### config.mk
export PLATFORM = sky130hd
export DESIGN_NAME = calendar_date_to_epoch_flat
export DESIGN_NICKNAME = d
export VERILOG_FILES = /design/src/cdte_pkg.sv /design/src/cdte_date_if.sv /design/src/cdte_epoch_if.sv /design/src/cdte_calendar.sv /design/src/cdte_seconds.sv /design/src/calendar_date_to_epoch.sv /design/src/flat_wrapper.sv
export SDC_FILE = /design/constraint.sdc
export NUM_CORES = 1
export LEC_CHECK = 0
export ABC_AREA = 1
export BUFFER_PORTS_ARGS = -buffer_cell sky130_fd_sc_hd__buf_2
export CAP_MARGIN = 10
export CELL_PAD_IN_SITES_DETAIL_PLACEMENT = 1
export CELL_PAD_IN_SITES_GLOBAL_PLACEMENT = 1
export CORE_ASPECT_RATIO = 0.6
export CORE_MARGIN = 4
export CORE_UTILIZATION = 55
export DETAILED_ROUTE_END_ITERATION = 10
export GPL_ROUTABILITY_DRIVEN = 0
export PLACE_DENSITY = 0.94
export SYNTH_ARGS = -nofsm -noshare
export SYNTH_HDL_FRONTEND = slang
export SYNTH_HIERARCHICAL = 1
export SYNTH_SLANG_ARGS = --single-unit
### constraint.sdc
create_clock -name i_clk -period 14.95 [get_ports i_clk]
set_clock_uncertainty 0.15 [all_clocks]
set_input_delay 1.495 -clock i_clk [delete_from_list [all_inputs] [get_ports i_clk]]
set_output_delay 1.495 -clock i_clk [all_outputs]
set_load 0.02 [all_outputs]
### src/cdte_pkg.sv
package cdte_pkg;

    // Field widths of the date and epoch transactions.
    localparam int YEAR_W  = 11;
    localparam int MONTH_W = 4;
    localparam int DAY_W   = 5;
    localparam int HOUR_W  = 5;
    localparam int MIN_W   = 6;
    localparam int SEC_W   = 6;
    localparam int EPOCH_W = 36;
    localparam int DOY_W   = 9;
    localparam int WDAY_W  = 3;

    // Internal widths.
    localparam int FULL_W  = 12;  // full calendar year, 1900 to 3947
    localparam int DAYS_W  = 20;  // days since 1970-01-01
    localparam int TOD_W   = 17;  // seconds within the day
    localparam int ZSUM_W  = 9;   // Zeller sum before the mod 7

    // Calendar constants.
    localparam logic [FULL_W-1:0] FULL_YEAR_BASE = 12'd1900;
    localparam logic [YEAR_W-1:0] FIRST_YEAR     = 11'd70;
    localparam logic [YEAR_W-1:0] LEAP_BASE      = 11'd69;
    localparam logic [FULL_W-1:0] GREG_OFFSET    = 12'd299;
    localparam int                GREG_CYCLE     = 400;
    localparam int                GREG_COUNT_MAX = 5;
    localparam logic [12:0]       RECIP_100      = 13'd5243;  // 2^19 / 100, rounded up
    localparam logic [FULL_W-1:0] CENTURY        = 12'd100;
    localparam logic [DAYS_W-1:0] DAYS_PER_YEAR  = 20'd365;
    localparam logic [TOD_W-1:0]  SECS_PER_HOUR  = 17'd3600;
    localparam logic [TOD_W-1:0]  SECS_PER_MIN   = 17'd60;
    localparam logic [TOD_W-1:0]  SECS_PER_DAY   = 17'd86400;
    localparam logic [HOUR_W-1:0] HOUR_MAX       = 5'd23;
    localparam logic [MIN_W-1:0]  MIN_MAX        = 6'd59;
    localparam logic [SEC_W-1:0]  SEC_MAX        = 6'd59;
    localparam logic [DOY_W-1:0]  DOY_MAX        = 9'd365;
    localparam logic [WDAY_W-1:0] WDAY_MAX       = 3'd6;

    // Month numbers.
    localparam logic [MONTH_W-1:0] MONTH_JAN = 4'd1;
    localparam logic [MONTH_W-1:0] MONTH_FEB = 4'd2;
    localparam logic [MONTH_W-1:0] MONTH_MAR = 4'd3;
    localparam logic [MONTH_W-1:0] MONTH_APR = 4'd4;
    localparam logic [MONTH_W-1:0] MONTH_MAY = 4'd5;
    localparam logic [MONTH_W-1:0] MONTH_JUN = 4'd6;
    localparam logic [MONTH_W-1:0] MONTH_JUL = 4'd7;
    localparam logic [MONTH_W-1:0] MONTH_AUG = 4'd8;
    localparam logic [MONTH_W-1:0] MONTH_SEP = 4'd9;
    localparam logic [MONTH_W-1:0] MONTH_OCT = 4'd10;
    localparam logic [MONTH_W-1:0] MONTH_NOV = 4'd11;
    localparam logic [MONTH_W-1:0] MONTH_DEC = 4'd12;

    // First pipeline stage: raw fields and the products of the reciprocal multiplies.
    typedef struct packed {
        logic [YEAR_W-1:0]  year;
        logic [MONTH_W-1:0] month;
        logic [DAY_W-1:0]   mday;
        logic [FULL_W-1:0]  full;
        logic [5:0]         q_full;
        logic [4:0]         q_ym1;
        logic [FULL_W-1:0]  zy;
        logic [5:0]         q_zy;
        logic [DAYS_W-1:0]  days365;
        logic [TOD_W-1:0]   tod;
        logic               range_ok;
    } t_cal_s1;

    // Calendar result handed to the seconds stages.
    typedef struct packed {
        logic               ok;
        logic [DAYS_W-1:0]  days;
        logic [TOD_W-1:0]   tod;
        logic [DOY_W-1:0]   doy;
        logic               leap;
        logic [ZSUM_W-1:0]  zsum;
    } t_cal_res;

    // Stage after the day-to-second multiply.
    typedef struct packed {
        logic               ok;
        logic [EPOCH_W-1:0] prod;
        logic [TOD_W-1:0]   tod;
        logic [DOY_W-1:0]   doy;
        logic               leap;
        logic [WDAY_W-1:0]  wday;
    } t_sec_s3;

    // Days in the year before the first of the month.
    function automatic logic [DOY_W-1:0] days_before_month(input logic [MONTH_W-1:0] mon);
        logic [DOY_W-1:0] d;
        case (mon)
            MONTH_JAN: d = 9'd0;
            MONTH_FEB: d = 9'd31;
            MONTH_MAR: d = 9'd59;
            MONTH_APR: d = 9'd90;
            MONTH_MAY: d = 9'd120;
            MONTH_JUN: d = 9'd151;
            MONTH_JUL: d = 9'd181;
            MONTH_AUG: d = 9'd212;
            MONTH_SEP: d = 9'd243;
            MONTH_OCT: d = 9'd273;
            MONTH_NOV: d = 9'd304;
            MONTH_DEC: d = 9'd334;
            default:   d = 9'd0;
        endcase
        return d;
    endfunction

    // Length of the month, February taking the leap flag.
    function automatic logic [DAY_W-1:0] month_days(input logic [MONTH_W-1:0] mon,
                                                    input logic leap);
        logic [DAY_W-1:0] d;
        case (mon)
            MONTH_FEB: d = leap ? 5'd29 : 5'd28;
            MONTH_APR, MONTH_JUN, MONTH_SEP, MONTH_NOV: d = 5'd30;
            MONTH_JAN, MONTH_MAR, MONTH_MAY, MONTH_JUL,
            MONTH_AUG, MONTH_OCT, MONTH_DEC: d = 5'd31;
            default: d = 5'd0;
        endcase
        return d;
    endfunction

    // Zeller month term floor(13 * (m + 1) / 5), January and February as months 13 and 14.
    function automatic logic [5:0] zeller_month_term(input logic [MONTH_W-1:0] mon);
        logic [5:0] t;
        case (mon)
            MONTH_JAN: t = 6'd36;
            MONTH_FEB: t = 6'd39;
            MONTH_MAR: t = 6'd10;
            MONTH_APR: t = 6'd13;
            MONTH_MAY: t = 6'd15;
            MONTH_JUN: t = 6'd18;
            MONTH_JUL: t = 6'd20;
            MONTH_AUG: t = 6'd23;
            MONTH_SEP: t = 6'd26;
            MONTH_OCT: t = 6'd28;
            MONTH_NOV: t = 6'd31;
            MONTH_DEC: t = 6'd33;
            default:   t = 6'd0;
        endcase
        return t;
    endfunction

    // Remainder by 7: octal digits are summed, since 8 is 1 modulo 7.
    function automatic logic [WDAY_W-1:0] mod7(input logic [ZSUM_W-1:0] a);
        logic [4:0] s1;
        logic [3:0] s2;
        logic [WDAY_W-1:0] r;
        s1 = 5'(a[8:6]) + 5'(a[5:3]) + 5'(a[2:0]);
        s2 = 4'(s1[4:3]) + 4'(s1[2:0]);
        if (s2 >= 4'd7) begin
            r = 3'(s2 - 4'd7);
        end else begin
            r = s2[2:0];
        end
        return r;
    endfunction

endpackage

### src/cdte_date_if.sv
interface cdte_date_if;
    import cdte_pkg::*;

    logic               valid;
    logic               ready;
    logic [YEAR_W-1:0]  year_since_1900;
    logic [MONTH_W-1:0] month;
    logic [DAY_W-1:0]   day;
    logic [HOUR_W-1:0]  hour;
    logic [MIN_W-1:0]   minute;
    logic [SEC_W-1:0]   second;

    modport source (
        output valid, year_since_1900, month, day, hour, minute, second,
        input  ready
    );

    modport sink (
        input  valid, year_since_1900, month, day, hour, minute, second,
        output ready
    );
endinterface

### src/cdte_epoch_if.sv
interface cdte_epoch_if;
    import cdte_pkg::*;

    logic               valid;
    logic               ready;
    logic               valid_res;
    logic [EPOCH_W-1:0] epoch_seconds;
    logic [DOY_W-1:0]   day_of_year;
    logic               leap_year;
    logic [WDAY_W-1:0]  weekday;

    modport source (
        output valid, valid_res, epoch_seconds, day_of_year, leap_year, weekday,
        input  ready
    );

    modport sink (
        input  valid, valid_res, epoch_seconds, day_of_year, leap_year, weekday,
        output ready
    );
endinterface

### src/cdte_calendar.sv
module cdte_calendar (
    input  logic               i_clk,
    input  logic               i_rst_n,
    cdte_date_if.sink          i_date,
    output logic               o_valid,
    input  logic               i_ready,
    output cdte_pkg::t_cal_res o_cal
);
    import cdte_pkg::*;

    logic     r1_valid;
    logic     r2_valid;
    t_cal_s1  r1;
    t_cal_s1  n1;
    t_cal_res r2;
    t_cal_res n2;
    logic     w_s1_rdy;
    logic     w_s2_rdy;

    logic [FULL_W-1:0] w_full;
    logic [YEAR_W-1:0] w_ym1;
    logic [FULL_W-1:0] w_zy;
    logic [24:0]       w_full_prod;
    logic [23:0]       w_ym1_prod;
    logic [24:0]       w_zy_prod;

    logic [FULL_W-1:0] w_rem_full;
    logic [FULL_W-1:0] w_rem_zy;
    logic              w_leap;
    logic [DAY_W-1:0]  w_mlen;
    logic [DOY_W-1:0]  w_doy;
    logic [FULL_W-1:0] w_y299;
    logic [2:0]        w_q400;
    logic [YEAR_W-1:0] w_y69;
    logic [6:0]        w_k;
    logic [5:0]        w_j;

    // Ready ripples back so that a bubble in either stage is filled.
    assign w_s2_rdy     = !r2_valid || i_ready;
    assign w_s1_rdy     = !r1_valid || w_s2_rdy;
    assign i_date.ready = w_s1_rdy;

    // Stage 1: full year and reciprocal multiplies for the divisions by 100.
    assign w_full      = {1'b0, i_date.year_since_1900} + FULL_YEAR_BASE;
    assign w_ym1       = i_date.year_since_1900 - 11'd1;
    assign w_zy        = (i_date.month < MONTH_MAR) ? (w_full - 12'd1) : w_full;
    assign w_full_prod = {13'b0, w_full} * {12'b0, RECIP_100};
    assign w_ym1_prod  = {13'b0, w_ym1} * {11'b0, RECIP_100};
    assign w_zy_prod   = {13'b0, w_zy} * {12'b0, RECIP_100};

    always_comb begin
        n1.year     = i_date.year_since_1900;
        n1.month    = i_date.month;
        n1.mday     = i_date.day;
        n1.full     = w_full;
        n1.q_full   = w_full_prod[24:19];
        n1.q_ym1    = w_ym1_prod[23:19];
        n1.zy       = w_zy;
        n1.q_zy     = w_zy_prod[24:19];
        n1.days365  = {9'b0, i_date.year_since_1900 - FIRST_YEAR} * DAYS_PER_YEAR;
        n1.tod      = {12'b0, i_date.hour} * SECS_PER_HOUR
                    + {11'b0, i_date.minute} * SECS_PER_MIN
                    + {11'b0, i_date.second};
        n1.range_ok = (i_date.year_since_1900 >= FIRST_YEAR)
                    && (i_date.month != 4'd0) && (i_date.month <= MONTH_DEC)
                    && (i_date.hour <= HOUR_MAX)
                    && (i_date.minute <= MIN_MAX)
                    && (i_date.second <= SEC_MAX);
    end

    // Stage 2: leap rule on the full year, day checks and day of year.
    assign w_rem_full = r1.full - ({6'b0, r1.q_full} * CENTURY);
    assign w_leap     = (r1.full[1:0] == 2'b00)
                      && ((w_rem_full != 12'd0) || (r1.q_full[1:0] == 2'b00));
    assign w_mlen     = month_days(r1.month, w_leap);
    assign w_doy      = days_before_month(r1.month) + {4'b0, r1.mday} - 9'd1
                      + {8'b0, w_leap && (r1.month > MONTH_FEB)};

    // Gregorian correction count: floor((year + 299) / 400) takes at most five steps.
    assign w_y299 = {1'b0, r1.year} + GREG_OFFSET;
    always_comb begin
        w_q400 = 3'd0;
        for (int k = 1; k <= GREG_COUNT_MAX; k++) begin
            if (w_y299 >= 12'(k * GREG_CYCLE)) begin
                w_q400 = w_q400 + 3'd1;
            end
        end
    end

    assign w_y69 = r1.year - LEAP_BASE;

    // Zeller terms: K is the adjusted year mod 100, J the century.
    assign w_rem_zy = r1.zy - ({6'b0, r1.q_zy} * CENTURY);
    assign w_k      = w_rem_zy[6:0];
    assign w_j      = r1.q_zy;

    always_comb begin
        n2.ok   = r1.range_ok && (r1.mday != 5'd0) && (r1.mday <= w_mlen);
        n2.days = r1.days365 + {11'b0, w_y69[10:2]} + {17'b0, w_q400}
                - {15'b0, r1.q_ym1} + {11'b0, w_doy};
        n2.tod  = r1.tod;
        n2.doy  = w_doy;
        n2.leap = w_leap;
        n2.zsum = {4'b0, r1.mday} + {3'b0, zeller_month_term(r1.month)}
                + {2'b0, w_k} + {4'b0, w_k[6:2]} + {5'b0, w_j[5:2]}
                + {1'b0, w_j, 2'b00} + {3'b0, w_j};
    end

    // Valid bits of both stages.
    always_ff @(posedge i_clk) begin
        if (!i_rst_n) begin
            r1_valid <= 1'b0;
            r2_valid <= 1'b0;
        end else begin
            if (w_s1_rdy) begin
                r1_valid <= i_date.valid;
            end
            if (w_s2_rdy) begin
                r2_valid <= r1_valid;
            end
        end
    end

    // Payload registers load only when their stage takes a transaction.
    always_ff @(posedge i_clk) begin
        if (w_s1_rdy && i_date.valid) begin
            r1 <= n1;
        end
        if (w_s2_rdy && r1_valid) begin
            r2 <= n2;
        end
    end

    assign o_valid = r2_valid;
    assign o_cal   = r2;

`ifndef ASSERT_OFF
    a_s2_hold: assert property (@(posedge i_clk) disable iff (!i_rst_n)
        r2_valid && !i_ready |=> r2_valid && $stable(r2))
        else $error("stage 2 lost or changed a stalled transaction");

    a_s1_hold: assert property (@(posedge i_clk) disable iff (!i_rst_n)
        r1_valid && !w_s2_rdy |=> r1_valid && $stable(r1))
        else $error("stage 1 lost or changed a stalled transaction");

    a_ok_range: assert property (@(posedge i_clk) disable iff (!i_rst_n)
        r2_valid && r2.ok |-> (r2.doy <= DOY_MAX) && (r2.tod < SECS_PER_DAY))
        else $error("valid date with day of year or time of day out of range");
`endif
endmodule

### src/cdte_seconds.sv
module cdte_seconds (
    input  logic               i_clk,
    input  logic               i_rst_n,
    input  logic               i_valid,
    output logic               o_ready,
    input  cdte_pkg::t_cal_res i_cal,
    cdte_epoch_if.source       o_epoch
);
    import cdte_pkg::*;

    logic                r3_valid;
    logic                r4_valid;
    t_sec_s3             r3;
    t_sec_s3             n3;
    logic                w_s3_rdy;
    logic                w_s4_rdy;

    logic                r4_valid_res;
    logic [EPOCH_W-1:0]  r4_epoch;
    logic [DOY_W-1:0]    r4_doy;
    logic                r4_leap;
    logic [WDAY_W-1:0]   r4_wday;
    logic [EPOCH_W-1:0]  n4_epoch;

    // Ready ripples back through the output register and the product stage.
    assign w_s4_rdy = !r4_valid || o_epoch.ready;
    assign w_s3_rdy = !r3_valid || w_s4_rdy;
    assign o_ready  = w_s3_rdy;

    // Stage 3: days to seconds, and the weekday remainder.
    always_comb begin
        n3.ok   = i_cal.ok;
        n3.prod = {16'b0, i_cal.days} * {19'b0, SECS_PER_DAY};
        n3.tod  = i_cal.tod;
        n3.doy  = i_cal.doy;
        n3.leap = i_cal.leap;
        n3.wday = mod7(i_cal.zsum);
    end

    // Stage 4: add the time of day.
    assign n4_epoch = r3.prod + {19'b0, r3.tod};

    always_ff @(posedge i_clk) begin
        if (!i_rst_n) begin
            r3_valid <= 1'b0;
            r4_valid <= 1'b0;
        end else begin
            if (w_s3_rdy) begin
                r3_valid <= i_valid;
            end
            if (w_s4_rdy) begin
                r4_valid <= r3_valid;
            end
        end
    end

    // Output register: every field but the flag is cleared for an invalid date.
    always_ff @(posedge i_clk) begin
        if (w_s3_rdy && i_valid) begin
            r3 <= n3;
        end
        if (w_s4_rdy && r3_valid) begin
            r4_valid_res <= r3.ok;
            r4_epoch     <= r3.ok ? n4_epoch : '0;
            r4_doy       <= r3.ok ? r3.doy : '0;
            r4_leap      <= r3.ok && r3.leap;
            r4_wday      <= r3.ok ? r3.wday : '0;
        end
    end

    assign o_epoch.valid         = r4_valid;
    assign o_epoch.valid_res     = r4_valid_res;
    assign o_epoch.epoch_seconds = r4_epoch;
    assign o_epoch.day_of_year   = r4_doy;
    assign o_epoch.leap_year     = r4_leap;
    assign o_epoch.weekday       = r4_wday;

`ifndef ASSERT_OFF
    a_s3_hold: assert property (@(posedge i_clk) disable iff (!i_rst_n)
        r3_valid && !w_s4_rdy |=> r3_valid && $stable(r3))
        else $error("stage 3 lost or changed a stalled transaction");

    a_invalid_zero: assert property (@(posedge i_clk) disable iff (!i_rst_n)
        o_epoch.valid && !o_epoch.valid_res |->
            (o_epoch.epoch_seconds == '0) && (o_epoch.day_of_year == '0)
            && !o_epoch.leap_year && (o_epoch.weekday == '0))
        else $error("invalid date with nonzero result fields");

    a_valid_range: assert property (@(posedge i_clk) disable iff (!i_rst_n)
        o_epoch.valid && o_epoch.valid_res |->
            (o_epoch.weekday <= WDAY_MAX) && (o_epoch.day_of_year <= DOY_MAX))
        else $error("weekday or day of year out of range");
`endif
endmodule

### src/calendar_date_to_epoch.sv
// Channel   Direction  Transaction
// i_date    in         year_since_1900, month, day, hour, minute, second
// o_epoch   out        valid_res, epoch_seconds, day_of_year, leap_year, weekday
//
// One date is accepted per cycle while i_date.ready is high; its result passes through
// four register stages: the reciprocal multiplies, the calendar checks and
// day count, the 20 by 17 bit days-to-seconds multiply, and the output register.
// Reset clears only the stage valid bits; no clearing pass is needed.
// A stall on o_epoch holds each full stage in place; ready ripples back so that
// empty stages keep filling and nothing is lost or repeated.
module calendar_date_to_epoch (
    input  logic          i_clk,
    input  logic          i_rst_n,
    cdte_date_if.sink     i_date,
    cdte_epoch_if.source  o_epoch
);
    import cdte_pkg::*;

    logic     w_cal_valid;
    logic     w_cal_ready;
    t_cal_res w_cal;

    // Date checks and day count.
    cdte_calendar u_calendar (
        .i_clk   (i_clk),
        .i_rst_n (i_rst_n),
        .i_date  (i_date),
        .o_valid (w_cal_valid),
        .i_ready (w_cal_ready),
        .o_cal   (w_cal)
    );

    // Seconds, weekday and output register.
    cdte_seconds u_seconds (
        .i_clk   (i_clk),
        .i_rst_n (i_rst_n),
        .i_valid (w_cal_valid),
        .o_ready (w_cal_ready),
        .i_cal   (w_cal),
        .o_epoch (o_epoch)
    );
endmodule

### src/flat_wrapper.sv
// flat-port wrapper written by rule: the top's interface ports become plain ports
module calendar_date_to_epoch_flat import cdte_pkg::*;
  (i_clk, i_rst_n, i_date_valid, i_date_year_since_1900, i_date_month, i_date_day, i_date_hour, i_date_minute, i_date_second, i_date_ready, o_epoch_valid, o_epoch_valid_res, o_epoch_epoch_seconds, o_epoch_day_of_year, o_epoch_leap_year, o_epoch_weekday, o_epoch_ready);
  cdte_date_if i_date_i ();
  cdte_epoch_if o_epoch_i ();
  input  logic i_clk;
  input  logic i_rst_n;
  input wire logic [$bits(i_date_i.valid)-1:0] i_date_valid;
  input wire logic [$bits(i_date_i.year_since_1900)-1:0] i_date_year_since_1900;
  input wire logic [$bits(i_date_i.month)-1:0] i_date_month;
  input wire logic [$bits(i_date_i.day)-1:0] i_date_day;
  input wire logic [$bits(i_date_i.hour)-1:0] i_date_hour;
  input wire logic [$bits(i_date_i.minute)-1:0] i_date_minute;
  input wire logic [$bits(i_date_i.second)-1:0] i_date_second;
  output wire logic [$bits(i_date_i.ready)-1:0] i_date_ready;
  output wire logic [$bits(o_epoch_i.valid)-1:0] o_epoch_valid;
  output wire logic [$bits(o_epoch_i.valid_res)-1:0] o_epoch_valid_res;
  output wire logic [$bits(o_epoch_i.epoch_seconds)-1:0] o_epoch_epoch_seconds;
  output wire logic [$bits(o_epoch_i.day_of_year)-1:0] o_epoch_day_of_year;
  output wire logic [$bits(o_epoch_i.leap_year)-1:0] o_epoch_leap_year;
  output wire logic [$bits(o_epoch_i.weekday)-1:0] o_epoch_weekday;
  input wire logic [$bits(o_epoch_i.ready)-1:0] o_epoch_ready;
  assign i_date_i.valid = i_date_valid;
  assign i_date_i.year_since_1900 = i_date_year_since_1900;
  assign i_date_i.month = i_date_month;
  assign i_date_i.day = i_date_day;
  assign i_date_i.hour = i_date_hour;
  assign i_date_i.minute = i_date_minute;
  assign i_date_i.second = i_date_second;
  assign i_date_ready = i_date_i.ready;
  assign o_epoch_valid = o_epoch_i.valid;
  assign o_epoch_valid_res = o_epoch_i.valid_res;
  assign o_epoch_epoch_seconds = o_epoch_i.epoch_seconds;
  assign o_epoch_day_of_year = o_epoch_i.day_of_year;
  assign o_epoch_leap_year = o_epoch_i.leap_year;
  assign o_epoch_weekday = o_epoch_i.weekday;
  assign o_epoch_i.ready = o_epoch_ready;
  calendar_date_to_epoch u_core (.i_clk(i_clk), .i_rst_n(i_rst_n), .i_date(i_date_i), .o_epoch(o_epoch_i));
endmodule
# Word level (Yosys, flattened, before mapping)
# Memories as Yosys holds them, arrays and structs flattened. A register that Yosys moved wholly into a read port is not among the register bits.
# Index checks and enable logic that the tools add are counted.
# op_classes
addsub	32
mul	9
magnitude_cmp	14
eq_ne	12
muxes	11
reduce_logical	30
# ops
operator	n
multiplier 12 x 13 -> 25 bit (second input constant)	2
adder 20 x 9 -> 20 bit	2
adder 36 x 17 -> 36 bit	1
>= comparator 12 x 11 -> 1 bit (second input constant)	3
multiplier 20 x 10 -> 29 bit (second input constant)	1
multiplier 11 x 13 -> 24 bit (second input constant)	1
subtractor 11 x 7 -> 11 bit (second input constant)	2
adder 20 x 3 -> 20 bit	1
== test 4 bit (second input constant)	5
multiplier 11 x 9 -> 20 bit (second input constant)	1
subtractor 20 x 5 -> 20 bit	1
adder 17 x 12 -> 17 bit	1
adder 17 x 6 -> 17 bit	1
== test 4 x 3 -> 1 bit (second input constant)	4
2-to-1 mux 3 bit	5
one-hot mux 5 bit (3 select lines)	1
logical AND 1 bit	14
multiplier 5 x 8 -> 13 bit (second input constant)	1
adder 11 x 11 -> 12 bit (second input constant)	1
adder 11 x 9 -> 12 bit (second input constant)	1
adder 3 x 1 -> 3 bit (second input constant)	4
>= comparator 12 x 10 -> 1 bit (second input constant)	1
>= comparator 12 x 9 -> 1 bit (second input constant)	1
<= comparator 6 bit (second input constant)	2
40 further kinds	51
# word_totals
regBits	265
rom_bits	240
inputBits	41
wordCells	142
n_memories	2
# mem_list
memory	depth	word_bits	read_ports	rd_ports_with_merged_regs	write_ports	line_no	source
(name not given)	16	9	1	1	0	cdte_pkg.sv:91	case (mon)
(name not given)	16	6	1	1	0	cdte_pkg.sv:126	case (mon)

# Logic depth before layout (Yosys ltp)
# Gate-level depths: netlist of run 1.
# depth
word_depth	14
ltp_mapped	42
depth_no_buf	42

# Hierarchy
# The synthesis of run 1 kept the hierarchy.
# by_module_without_submodules
mod	n_inst	cells_each	area_per_inst_um2
cdte_calendar	1	2409	22639.2
cdte_seconds	1	1049	9088.7

# Worst setup path after synthesis of run 1
# OpenSTA, ideal clock, no wires.
# synth_path
kind	register to register
start	register u_core/u_calendar/r1[62] (netlist name)
end	register u_core.u_calendar.r2, in the netlist u_core/u_calendar/o_cal[53], data pin
setup_time_ps	265
arrival_time_ps	7166
path_slack_ps	7369
path_stages_with_launch	42
path_buffers	0
synth_period_minus_slack_ps	7581
cell_sequence	edfxtp_1 > ha_1 > ha_1 > ha_1 > fa_1 > nand3_1 > nand2_1 > xnor2_1 > ha_1 > a21oi_1 > o21ai_0 > nor3_1 > nand2_1 > nand2_1 > nor2_1 > nand3_1 > nand3_1 > ha_1 > (+6 left out) > o21bai_1 > a21oi_1 > o21bai_1 > xor2_1 > ha_1 > fa_1 > inv_1 > ha_1 > ha_1 > nand2_1 > nand2_1 > inv_1 > nor2_1 > a211oi_1 > nand3_1 > a21oi_1 > o21ai_0 > xor2_1
# synth_lines
item	line_no	source
start: declaration	cdte_calendar.sv:13	t_cal_s1 r1;
start signal: assignment	cdte_calendar.sv:127	r1 <= n1;
end signal: assignment	cdte_calendar.sv:130	r2 <= n2;
end: declaration	cdte_calendar.sv:15	t_cal_res r2;

==> flow_metrics.env, run 1 <==
export IMPL_yosysTopAreaCell="edfxtp_1"
export IMPL_die_width_um=318
export IMPL_numCtsBuffers=30
export IMPL_first_global_vias=31700
export IMPL_cpMostUsedCell="ha_1"
export IMPL_first_pass_iters=6
export IMPL_fin_cells=4369
export IMPL_drc_errors=0
export IMPL_place_area_um2=33200
export IMPL_cts_resized=0
export IMPL_drive_above_1_share_pct=6.32
export IMPL_drt_initial_drc_count=3435
export IMPL_critPathMaxStageDelay_ns=0.55
export IMPL_seq_area_frac_synth_pct=25.6
export IMPL_hold_buffers=0
export IMPL_netlist_top_cells_count="inv_1, ha_1, nand2_1, fa_1, edfxtp_1"
export IMPL_post_drt_via_cell_ratio=6.54
export IMPL_grt_pass1_wl_um=198000
export IMPL_die_h_um=194
export IMPL_num_rows=67
export IMPL_die_area_um2=61700
export IMPL_wl_per_cell_um=30.2
export IMPL_grt_max_degree=61
export IMPL_overflow=0
export IMPL_netlist_instances=3458
export IMPL_track_usage_pct=42.2
export IMPL_synth_area_per_cell_um2=9.18
export IMPL_core_area_um2=56400
export IMPL_io_pins=93
export IMPL_rsz0062_at_grt="false"
export IMPL_drt_total_wl_um=132000
export IMPL_cp_max_fo=5
export IMPL_cap_violations=0
export IMPL_synth_top_flop_cell="edfxtp_1"
export IMPL_ant_nets=0
export IMPL_syn_nets=4359
export IMPL_fin_crit_sh_pct=68.9
export IMPL_ys_async_sr_fraction_pct=0
export IMPL_h_tree_depth=1
export IMPL_min_path_type="flop to flop"
export IMPL_clk_latency_ns=0.64
export IMPL_cts_tree="yes"
export IMPL_ys_warn_count=6
export IMPL_synthesis_area_um2=31700
export IMPL_synth_area_leaders="edfxtp_1, ha_1, fa_1"
export IMPL_slew_limit_headroom_pct=16.0
export IMPL_ys_seq_elements=277
export IMPL_cp_start_kind="flop"
export IMPL_hold_viol_final=0
export IMPL_io_buffers=92
export IMPL_crit_arrival_ns=10.47
export IMPL_worstMarginPinSlew_ns=1.26
export IMPL_crit_required_ns=15.13
export IMPL_final_area_um2=34200
export IMPL_path_class="flop to flop"
export IMPL_finalNetCount=4482
export IMPL_fmax_mhz=97.1
export IMPL_slew_violations=0
export IMPL_detailedPlacementHpwl_um=93800
export IMPL_period_needed_ns=10.30
export IMPL_syn_to_final_growth_pct=7.81
export IMPL_clkTransAtPathRegs_ns=0.08
export IMPL_cts_max_path_buffers=3
export IMPL_crit_path_top_delay_cell="fa_1"
export IMPL_fin_setup_tns_ns=0
export IMPL_antenna_found_initial=9
export IMPL_root_buffer="clkbuf_16"
export IMPL_synth_top_area_share_pct=24.4
export IMPL_post_cts_buffers=0
export IMPL_start_util_pct=56.2
export IMPL_worstSetupEndpointType="flop"
export IMPL_clock_sinks=277
export IMPL_synth_distinct_cells=59
export IMPL_yosysMostFrequentCell="inv_1"
export IMPL_setup_violations=0
export IMPL_dp_cells=4308
export IMPL_synth_edff_count=258
export IMPL_status="completed"
export IMPL_vias=28600
[layer usage]
metal	vias up	track usage [%]	routed length, um
met5	-	0	126
met4	12	30.4	12100
met3	1019	15.6	16400
met2	2436	65.3	57600
met1	13700	48.6	45900
li1	11400	-	-
[registers in the layout, indices dropped and copies added, names as in the netlist, named ones only]
name and flops:
u_core/u_calendar/r1 68, u_core/u_seconds/r3 60, u_core/u_calendar/o_cal 57, u_core/u_seconds/o_epoch.epoch_seconds 36, u_core/u_calendar/n2 17, u_core/u_seconds/o_epoch.day_of_year 9, u_core/u_calendar/w_j 6, u_core/u_seconds/o_epoch.weekday 3
u_core/u_calendar/o_valid 1, u_core/u_calendar/r1_valid 1, u_core/u_seconds/o_epoch.leap_year 1, u_core/u_seconds/o_epoch.valid 1, u_core/u_seconds/o_epoch.valid_res 1, u_core/u_seconds/r3_valid 1
[critical path, delay by kind of cell, from the launching register on]
| family | cells | cell delay [ns] |
|---|---|---|
| compound gates | 9 | 1.97 |
| xor+xnor | 3 | 0.99 |
| simple gates | 12 | 1.66 |
| buf+inv | 3 | 0.23 |
| flops | 1 | 0.49 |
| fa+ha+maj | 12 | 4.46 |
[layout by cell type (no fill, tap or decap), types with 6 or more instances in the layout]
master | synthesis | final
inv_1 | 816 | 815
ha_1 | 587 | 587
nand2_1 | 527 | 527
fa_1 | 273 | 273
edfxtp_1 | 258 | 258
a21oi_1 | 186 | 184
nor2_1 | 174 | 174
nand3_1 | 132 | 132
xor2_1 | 109 | 109
buf_2 | 3 | 92
o21ai_0 | 87 | 87
xnor2_1 | 44 | 44
clkbuf_16 | 0 | 30
nand4_1 | 30 | 30
nor3_1 | 27 | 27
nand2_2 | 20 | 20
dfxtp_1 | 19 | 19
o21bai_1 | 13 | 13
or2_2 | 9 | 9
nand3_2 | 9 | 9
o21ai_1 | 8 | 8
o31ai_1 | 8 | 8
nand3b_1 | 8 | 8
a31oi_1 | 8 | 8
and2_1 | 8 | 8
a21o_1 | 8 | 8
o211ai_1 | 8 | 8
inv_2 | 7 | 7
nor2_2 | 7 | 7
buf_4 | 1 | 7
o21ai_2 | 6 | 6
[final cells by class]
type / count / area [um^2]
Antenna cell: 5 / 12.5
Clock buffer: 32 / 758
Clock inverter: 24 / 265
Fill cell: 6435 / 22200
Inverter: 825 / 3100
Multi-Input combinational cell: 2348 / 20500
Sequential cell: 277 / 8130
Tap cell: 759 / 950
Timing Repair Buffer: 99 / 513
[metrics by stage]
stage | hold WS [ns] | util, % | setup slack, ns
6_report | 0.266 | 60.6 | 4.65
5_1_grt | 0.288 | 60.6 | 4.60
4_1_cts | 0.269 | 60.6 | 5.10
3_5_place_dp | 0.256 | 58.8 | 5.80
3_3_place_gp | 0.251 | 58.8 | 6.47
2_1_floorplan | 0.250 | - | 7.37
[logic make-up (layout without fill, tap and decap cells)]
logic type	after synthesis	count (layout)	share of synthesized area, %
buffers and inverters	833	980	9.91
AND/OR/NAND/NOR	970	970	13.3
adder cells (fa/ha/maj)	860	860	40.4
multiplexers	1	1	0.0355
other	0	5	0
AO/OA/AOI/OAI	362	362	6.41
flip-flops	277	277	25.6
XOR/XNOR	155	155	4.33
[path summary, 6_finish.rpt]
path | start | endpoint | slack, ns | depth (start not counted)
max | u_core/u_calendar/r1[63] | u_core/u_calendar/o_cal[53] | 4.65 | 39
min reg2reg | u_core/u_calendar/n2[31] | u_core/u_calendar/o_cal[31] | 0.27 | 0
min | u_core/u_calendar/n2[31] | u_core/u_calendar/o_cal[31] | 0.27 | 0
max reg2reg | u_core/u_calendar/r1[63] | u_core/u_calendar/o_cal[53] | 4.65 | 39
Power of run 1 is left out: the tool's default activity adds up to more than one toggle a clock period on the data nets, which glitch-free logic cannot reach.
==> run 2, diff against run 1 <==
--- a/config.mk
+++ b/config.mk
@@ -12,10 +12,10 @@
 export CELL_PAD_IN_SITES_GLOBAL_PLACEMENT = 1
 export CORE_ASPECT_RATIO = 0.6
 export CORE_MARGIN = 4
-export CORE_UTILIZATION = 55
+export CORE_UTILIZATION = 46
 export DETAILED_ROUTE_END_ITERATION = 10
 export GPL_ROUTABILITY_DRIVEN = 0
-export PLACE_DENSITY = 0.94
+export PLACE_DENSITY = 0.84
 export SYNTH_ARGS = -nofsm -noshare
 export SYNTH_HDL_FRONTEND = slang
 export SYNTH_HIERARCHICAL = 1
==> constraint.sdc (replaced) <==
create_clock -name i_clk -period 9.1 [get_ports i_clk]
set_clock_uncertainty 0.15 [all_clocks]
set_input_delay 0.91 -clock i_clk [delete_from_list [all_inputs] [get_ports i_clk]]
set_output_delay 0.91 -clock i_clk [all_outputs]
set_load 0.02 [all_outputs]
==> run 2 against run 1 <==
  * Count of clock-buffer cells in the layout up 7
  * Die area up 19%
  * Global-route usage down 17 points
  * Register-to-register slack worse by 4.2 ns
  * Utilization down 9.9 points
  * Highest routed layer is now met4
==> flow_metrics.env, run 2 (synthesis gave the netlist of run 1 again) <==
export IMPL_die_width_um=347
export IMPL_crit_arrival_ns=8.89
export IMPL_finalNetCount=4490
export IMPL_fmax_mhz=115
export IMPL_overflow=0
export IMPL_mostFrequentLayoutCell="inv_1"
export IMPL_cts_tree="yes"
export IMPL_path_buf_inv=5
export IMPL_hold_buffers=0
export IMPL_first_pass_iters=5
export IMPL_largest_reg_flops=68
export IMPL_worstMarginPinSlew_ns=1.08
export IMPL_cp_max_fo=5
export IMPL_io_pins=93
export IMPL_antenna_found_initial=6
export IMPL_root_buffer="clkbuf_16"
export IMPL_post_drt_via_cell_ratio=5.35
export IMPL_die_h_um=211
export IMPL_detailedPlacementHpwl_um=77500
export IMPL_final_cell_mix="inv_1, ha_1, nand2_1"
export IMPL_hold_viol_final=0
export IMPL_grt_pass1_wl_um=146000
export IMPL_track_usage_pct=25.2
export IMPL_worstSetupEndpointType="flop"
export IMPL_clock_sinks=277
export IMPL_die_area_um2=73400
export IMPL_drt_initial_drc_count=1628
export IMPL_clkTransAtPathRegs_ns=0.07
export IMPL_cpMostUsedCell="ha_1"
export IMPL_critPathMaxStageDelay_ns=0.57
export IMPL_min_path_type="flop to flop"
export IMPL_slew_limit_headroom_pct=27.8
export IMPL_ant_nets=0
export IMPL_cts_resized=0
export IMPL_start_util_pct=46.6
export IMPL_grt_max_degree=65
export IMPL_startpoint="u_core/u_calendar/r1[62]"
export IMPL_cp_start_kind="flop"
export IMPL_post_cts_buffers=0
export IMPL_cts_max_path_buffers=3
export IMPL_core_area_um2=68100
export IMPL_slew_violations=0
export IMPL_first_global_vias=26200
export IMPL_crit_path_top_delay_cell="fa_1"
export IMPL_holdCritStartpoint="u_core/u_calendar/n2[26]"
export IMPL_io_buffers=92
export IMPL_r2r_start="u_core/u_calendar/r1[62]"
export IMPL_critPathTopFamily="adder cells"
export IMPL_rsz0062_at_grt="false"
export IMPL_cap_violations=0
export IMPL_period_needed_ns=8.69
export IMPL_fin_setup_tns_ns=0
export IMPL_clk_latency_ns=0.62
export IMPL_status="completed"
export IMPL_fin_crit_sh_pct=95.5
export IMPL_crit_required_ns=9.30
export IMPL_wl_per_cell_um=20.2
export IMPL_num_rows=74
export IMPL_drive_above_1_share_pct=6.61
export IMPL_h_tree_depth=1
export IMPL_vias=24200
export IMPL_setup_violations=0
export IMPL_drt_total_wl_um=91600
export IMPL_drc_errors=0
export IMPL_numCtsBuffers=31
export IMPL_path_class="flop to flop"
export IMPL_syn_to_final_growth_pct=8.87
export IMPL_regMostFlops="u_core/u_calendar/r1"
-- run 2: path summary, 6_finish.rpt --
path | endpoint | slack (ns) | cells past startpoint
setup / recovery | u_core/u_calendar/o_cal[53] | 0.41 | 39
hold / removal | u_core/u_calendar/o_cal[26] | 0.27 | 0
setup reg to reg | u_core/u_calendar/o_cal[53] | 0.41 | 39
hold reg to reg | u_core/u_calendar/o_cal[26] | 0.27 | 0
-- run 2: worst register-to-register path: cells and delay by family, from the launching register on --
| kind | cells | cell delay, ns |
|---|---|---|
| AOI/OAI and AO/OA | 7 | 1.21 |
| xor gates and xnor gates | 2 | 0.47 |
| adders and majority gates | 12 | 4.15 |
| buffers and inverters | 5 | 0.39 |
| DFF | 1 | 0.42 |
| and+or+nand+nor | 13 | 1.65 |
-- run 2: final cells by class --
cell class,instances,area (um^2)
Sequential cell,277,8130
Fill cell,8019,33600
Multi-Input combinational cell,2348,20500
Clock inverter,19,239
Timing Repair Buffer,106,566
Clock buffer,39,856
Tap cell,912,1140
Inverter,825,3100
Antenna cell,2,5.00
-- run 2: metrics by stage --
stage / setup slack, ns / std cells / hold WS [ns] / utilization, % / instance area [um^2]
floorplan: 1.52 / 3458 / 0.250 / - / 31700
global placement: 0.836 / 4468 / 0.251 / 49.0 / 33400
detailed placement: 0.272 / 4468 / 0.256 / 49.0 / 33400
CTS: 0.0322 / 4526 / 0.271 / 50.6 / 34500
global route: 0.0128 / 4526 / 0.274 / 50.7 / 34500
finish: 0.410 / 4528 / 0.269 / 50.7 / 34500
-- run 2: layer usage --
metal | vias up | GRT usage, % | part of all wire (%)
met3 | 139 | 5.84 | 7.9
li1 | 11400 | - | -
met4 | 0 | 5.36 | 2.0
met2 | 712 | 37.6 | 42
met1 | 12000 | 37.3 | 48
met5 | - | 0 | 0
Power of run 2 is left out for the same reason.
